File: config.mk
export PLATFORM = sky130hd
export DESIGN_NAME = four_digit_seven_segment_shifter_core
export DESIGN_NICKNAME = d
export VERILOG_FILES = /design/src/rtl/fdss_pkg.sv /design/src/rtl/four_digit_seven_segment_shifter_core.sv
export SDC_FILE = /design/constraint.sdc
export NUM_CORES = 1
export LEC_CHECK = 0
export ABC_AREA = 1
export BUFFER_PORTS_ARGS = -buffer_cell sky130_fd_sc_hd__buf_2
export CAP_MARGIN = 0
export CORE_AREA = 10 10 173 175
export DETAILED_ROUTE_END_ITERATION = 8
export DIE_AREA = 0 0 183 185
export GPL_TIMING_DRIVEN = 1
export HOLD_SLACK_MARGIN = 0.05
export PLACE_DENSITY_LB_ADDON = 0.1
export SYNTH_ARGS = -nofsm -noshare
export SYNTH_HDL_FRONTEND = slang
export SYNTH_SLANG_ARGS = --single-unit
File: constraint.sdc
create_clock -name i_clk -period 9.4 [get_ports i_clk]
set_clock_uncertainty 0.15 [all_clocks]
set_input_delay 0.94 -clock i_clk [delete_from_list [all_inputs] [get_ports i_clk]]
set_output_delay 0.94 -clock i_clk [all_outputs]
set_load 0.02 [all_outputs]
File: src/rtl/fdss_pkg.sv
// shared types, constants and segment lookup for the seven-segment shifter
`timescale 1ns / 1ps
package fdss_pkg;

    localparam int unsigned FRAME_BITS = 32;
    localparam int unsigned IDX_W      = $clog2(FRAME_BITS);

    localparam logic [7:0] BLANK_PATTERN = 8'h80;
    localparam logic [7:0] POINT_BIT     = 8'h80;

    // reciprocal multipliers for unsigned magnitudes up to 32768
    localparam logic [31:0] RECIP_10   = 32'd52429;
    localparam logic [31:0] RECIP_100  = 32'd5243;
    localparam logic [31:0] RECIP_1000 = 32'd67109;

    typedef logic [7:0] t_seg;
    typedef logic [3:0] t_digit;

    function automatic t_seg seg_pattern(input t_digit d);
        t_seg p;
        begin
            case (d)
                4'd0:    p = 8'h77;
                4'd1:    p = 8'h41;
                4'd2:    p = 8'h3B;
                4'd3:    p = 8'h6B;
                4'd4:    p = 8'h4D;
                4'd5:    p = 8'h6E;
                4'd6:    p = 8'h7E;
                4'd7:    p = 8'h43;
                4'd8:    p = 8'h7F;
                4'd9:    p = 8'h6F;
                default: p = BLANK_PATTERN;
            endcase
            return p;
        end
    endfunction

endpackage

File: src/rtl/four_digit_seven_segment_shifter_core.sv
// top level: value to four seven-segment digits, shifted out one bit per transfer
`timescale 1ns / 1ps
// Takes a signed 16-bit value in hundredths and turns it into a 32-bit segment
// word (units, tens, hundreds with decimal point, thousands; thousands in the
// low byte), then sends the word out least-significant bit first, one bit per
// output transfer, with its bit index and a last flag on bit 31. When the value
// is negative, each nonzero digit shows only the point segment, as does a digit
// above 9. Each value produces 32 output transfers, so the single-bit output
// shifter limits how often values are taken. Three pipeline registers
// (input, reciprocal products, segment word) sit ahead of the shifter, so the
// next values are taken and converted while the current frame is shifting;
// the first bit is offered once the value has reached the shifter.
module four_digit_seven_segment_shifter_core (
    input  logic                          i_clk,
    input  logic                          i_rst_n,
    input  logic                          i_valid,
    output logic                          o_ready,
    input  logic signed [15:0]            i_value_centi,
    output logic                          o_valid,
    input  logic                          i_ready,
    output logic                          o_serial_bit,
    output logic [fdss_pkg::IDX_W-1:0]    o_bit_index,
    output logic                          o_last_bit
);

    localparam logic [fdss_pkg::IDX_W-1:0] LAST_IDX = fdss_pkg::IDX_W'(fdss_pkg::FRAME_BITS - 1);

    // pipeline valid flags
    logic r_in_v, r_q_v, r_w_v, r_sh_v;

    // stage 1: input value
    logic signed [15:0] r_val;

    // stage 2: magnitude quotients
    logic        r_neg;
    logic [3:0]  r_a_lo;
    logic [3:0]  r_q10;
    logic [3:0]  r_q100;
    logic [5:0]  r_q1000;

    // stage 3: segment word
    logic [fdss_pkg::FRAME_BITS-1:0] r_word;

    // shifter
    logic [fdss_pkg::FRAME_BITS-1:0] r_shift;
    logic [fdss_pkg::IDX_W-1:0]      r_idx;

    logic out_fire, sh_free, w_adv, w_free, q_adv, q_free, in_adv, in_free;

    assign out_fire = r_sh_v && i_ready;
    assign sh_free  = !r_sh_v || (out_fire && (r_idx == LAST_IDX));
    assign w_adv    = r_w_v && sh_free;
    assign w_free   = !r_w_v || w_adv;
    assign q_adv    = r_q_v && w_free;
    assign q_free   = !r_q_v || q_adv;
    assign in_adv   = r_in_v && q_free;
    assign in_free  = !r_in_v || in_adv;

    assign o_ready      = in_free;
    assign o_valid      = r_sh_v;
    assign o_serial_bit = r_shift[0];
    assign o_bit_index  = r_idx;
    assign o_last_bit   = (r_idx == LAST_IDX);

    // magnitude and reciprocal products
    logic        neg;
    logic [15:0] mag;
    logic [31:0] m10, m100, m1000;

    always_comb begin
        neg   = r_val[15];
        mag   = neg ? (16'd0 - r_val) : r_val;
        m10   = {16'd0, mag} * fdss_pkg::RECIP_10;
        m100  = {16'd0, mag} * fdss_pkg::RECIP_100;
        m1000 = {16'd0, mag} * fdss_pkg::RECIP_1000;
    end

    // digits and segment patterns
    fdss_pkg::t_digit d_un, d_te, d_hu;
    fdss_pkg::t_seg   p_un, p_te, p_hu, p_th;
    logic [fdss_pkg::FRAME_BITS-1:0] n_word;

    always_comb begin
        d_un = r_a_lo - r_q10   * 4'd10;
        d_te = r_q10  - r_q100  * 4'd10;
        d_hu = r_q100 - r_q1000[3:0] * 4'd10;

        // negative values blank every nonzero digit
        p_un = (r_neg && d_un != 4'd0) ? fdss_pkg::BLANK_PATTERN : fdss_pkg::seg_pattern(d_un);
        p_te = (r_neg && d_te != 4'd0) ? fdss_pkg::BLANK_PATTERN : fdss_pkg::seg_pattern(d_te);
        p_hu = (r_neg && d_hu != 4'd0) ? fdss_pkg::BLANK_PATTERN : fdss_pkg::seg_pattern(d_hu);
        if ((r_neg && r_q1000 != 6'd0) || (r_q1000 > 6'd9)) begin
            p_th = fdss_pkg::BLANK_PATTERN;
        end else begin
            p_th = fdss_pkg::seg_pattern(r_q1000[3:0]);
        end

        n_word = {p_un, p_te, p_hu | fdss_pkg::POINT_BIT, p_th};
    end

    // control state
    always_ff @(posedge i_clk) begin
        if (!i_rst_n) begin
            r_in_v <= 1'b0;
            r_q_v  <= 1'b0;
            r_w_v  <= 1'b0;
            r_sh_v <= 1'b0;
            r_idx  <= '0;
        end else begin
            if (in_free) begin
                r_in_v <= i_valid;
            end
            if (q_free) begin
                r_q_v <= r_in_v;
            end
            if (w_free) begin
                r_w_v <= r_q_v;
            end
            if (sh_free) begin
                r_sh_v <= r_w_v;
                r_idx  <= '0;
            end else if (out_fire) begin
                r_idx <= r_idx + 1'b1;
            end
        end
    end

    // payload
    always_ff @(posedge i_clk) begin
        if (in_free && i_valid) begin
            r_val <= i_value_centi;
        end
        if (in_adv) begin
            r_neg   <= neg;
            r_a_lo  <= mag[3:0];
            r_q10   <= m10[22:19];
            r_q100  <= m100[22:19];
            r_q1000 <= m1000[31:26];
        end
        if (q_adv) begin
            r_word <= n_word;
        end
        if (w_adv) begin
            r_shift <= r_word;
        end else if (out_fire) begin
            r_shift <= r_shift >> 1;
        end
    end

endmodule
==> impl_results.md <==
- Num ports: 29
- Minimum clock period: roughly 7.4 ns
- Mean Syn Cell Area: 9.18 um^2
- Total gr overflow: 0
- Final Net Count: between 2,000 and 2,500
- Worst Setup EP: r_q10[3]
- Initial antenna violation count: 0
- Yosys top cell by area: ha_1
- Post-Syn Nets: 2,207
- Die Ht: 185 um
- WP data required: 9.37 ns
- Post-CTS Setup Inserts: 0
- RSZ-0062 raised after global routing: false
- CP Launch Type: flip-flop
- Total GRT Usage: between 20% and 30%
- R2r setup slk: a little under 2 ns
- Max-slew violation count: 0
- Drt pass-1 iters: 5
- Core Area: 26,600 um^2
- Worst Setup End Kind: flip-flop
- Row cnt: 60
- CTS tree: yes
- Final hold vios: 0
- Via Count: 11,078
- Layout filler cell count: ~2,300
- Number of synthesized register bits: 107
- WP data arrival: 7.41 ns
- Status: complete, no violations
- Htree depth: 3
- HPWL after DPL: 30,000 um
- Die Area: 33,900 um^2
- Worst slew pin tran: 1.08 ns
- Hold Path Class: reg -> reg
- Largest net degree at the start of global routing: 33
- DR iter-0 viols: 640
- Wire per inst: 16.7 um
- Residual DRC count: 0
- Maxcap violations: 0
- Synth Cell Area: 15,600 um^2
- Synth top area cells: ha_1 24%, fa_1 23%, edfxtp_1 19%
- Worst r2r dst: r_q10[3]
- Die width: 183 um
- Inserted Diodes: 0
- Worst r2r src: r_val[0]
- Global-route wire length before repair: 58,300 um
- Period utilisation layout: 79.1%
- CP Max Fanout: 14
- CTS Sinks: 107
- Vias in the first global route: 11,511
- Port Buffer Count: 28
- # setup viols final: 0
- Multi-input gate area: approximately 11,000 um^2
- CTS buffer count: 9
- Routability-driven placement congestion ratio: 0.966
- Layout cell share with drive strength beyond 1: 6.08%
- Crit Path Class: reg -> reg
- Final Instance Area: 16,600 um^2
- Top cell type's share of synthesized area: 24.1%
- CTS Buffer Depth: 2
- CTS Root Cell: clkbuf_16
- Vias per cell: 5.27
- Cells after synthesis: 1,704
- Register area share after synthesis: 20.0%
- Post-CTS sizing: 0
- Worst-Skew Late Latency: 0.36 ns
- Initial Util: slightly below 60%
- FMAX: 134 MHz
- Critical path origin: r_val[0]
- DP Area: 16,300 um^2
- Storage element area: 3120 um^2
- Most common cell after layout, fill and taps aside: inv_1
- Synth cell types: 37
- Yosys warns: 0
- Clk slew on worst S/H paths: 0.08 ns
- R2r worst-path depth: 24
- DRT Wirelength: approximately 35,000 um
- Most frequent cells in the layout: 482 x inv_1, 301 x ha_1, 229 x nand2_1
- Setup tns final: 0 ns
- Routed Antenna Nets: 0
- Max-slew headroom at the worst pin: between 20 and 30%
- CTS hold repair buffers: 0
- Area delta synth->final: 6.18%
cell usage after synthesis:
cell type / count
xor2_2: 1
dfxtp_1: 9
a21oi_1: 62
fa_1: 182
o31ai_1: 2
nand3b_1: 2
nor3_1: 14
nand2_1: 229
nand3_1: 52
clkbuf_1: 1
buf_1: 1
or2_2: 6
xor2_1: 25
o211ai_1: 3
nor2_1: 78
nand3_2: 1
o21ai_4: 1
nand2_2: 2
o21ai_0: 50
nand4_1: 15
xnor2_1: 10
inv_1: 482
nor2_2: 1
xnor2_2: 4
a21o_1: 10
mux2_2: 30
a21boi_0: 2
edfxtp_1: 98
a31oi_1: 5
nor3b_1: 2
o21bai_1: 7
o21ai_1: 3
o21a_1: 1
buf_2: 2
ha_1: 301
nor4_1: 6
a211oi_1: 4
final cells by class:
cell class	instances	share of cell area (%)
multi-input combinational	1111	64.4
sequential	107	18.8
inverter	482	10.9
tap	341	2.57
timing repair buffer	44	1.57
clock buffer	10	1.38
clock inverter	6	0.339
cell families (layout without fill, tap and decap cells):
| logic type | after synthesis | in the layout | synth area share (%) |
|---|---|---|---|
| buffers and inverters | 486 | 542 | 11.7 |
| muxes | 30 | 30 | 2.16 |
| and+or+nand+nor | 408 | 408 | 10.9 |
| xor gates and xnor gates | 40 | 40 | 2.48 |
| DFF | 107 | 107 | 20.0 |
| adders and majority gates | 483 | 483 | 47.4 |
| AOI/OAI and AO/OA | 150 | 150 | 5.38 |
worst min path at each step:
| stage | from | endpoint | cells after the start |
|---|---|---|---|
| after floorplan | r_in_v | r_q_v | 2 |
| after global placement | r_q_v | r_w_v | 2 |
| after detailed placement | r_in_v | r_q_v | 2 |
| after CTS | r_in_v | r_q_v | 2 |
| after global routing | r_q_v | r_w_v | 2 |
| final | r_in_v | r_q_v | 2 |
critical path: stages, from the launching register on:
cell and delay, ns:
edfxtp_1 0.72, inv_1 0.26, nand4_1 0.15, nor3_1 0.26, nand2_1 0.13, nand2_1 0.11
o21ai_0 0.12, xor2_1 0.74, inv_1 0.53, ha_1 0.46, ha_1 0.30, fa_1 0.53
fa_1 0.45, fa_1 0.55, inv_1 0.05, fa_1 0.53, inv_1 0.04, ha_1 0.33
nand2_1 0.08, nor3_1 0.30, nand4_1 0.13, nand3_1 0.12, inv_1 0.05, nand2_1 0.05
nand2_1 0.04
layer usage:
layer	wire (um)	vias up	track usage (%)	part of all wire (%)
met5	0	-	0	0
met4	905	0	6.30	2.6
met3	1440	49	2.53	4.1
met2	17200	230	37.2	49
met1	15500	5355	28.5	44
li1	-	5444	-	-
state kept, by name, indices dropped and copies added, names as in the netlist:
name and count:
r_a_lo 4, r_in_v 1, o_valid 1, r_q1000 6, r_q100 4, o_bit_index 5
r_q10 4, r_w_v 1, r_shift 32, r_q_v 1, r_neg 1, r_word 31
r_val 16
per-stage QoR:
step / setup slack (ns) / hold slack, ns / utilization (%) / cells
after floorplan: 2.57 / 0.300 / - / 1704
after global placement: 2.06 / 0.308 / 61.4 / 2085
after detailed placement: 1.94 / 0.324 / 61.4 / 2085
after CTS: 1.93 / 0.337 / 62.5 / 2101
after global routing: 1.38 / 0.380 / 62.5 / 2101
final: 1.96 / 0.334 / 62.5 / 2101
Power is left out: the tool's default activity adds up to more than one toggle a clock period on the data nets, which glitch-free logic cannot reach.
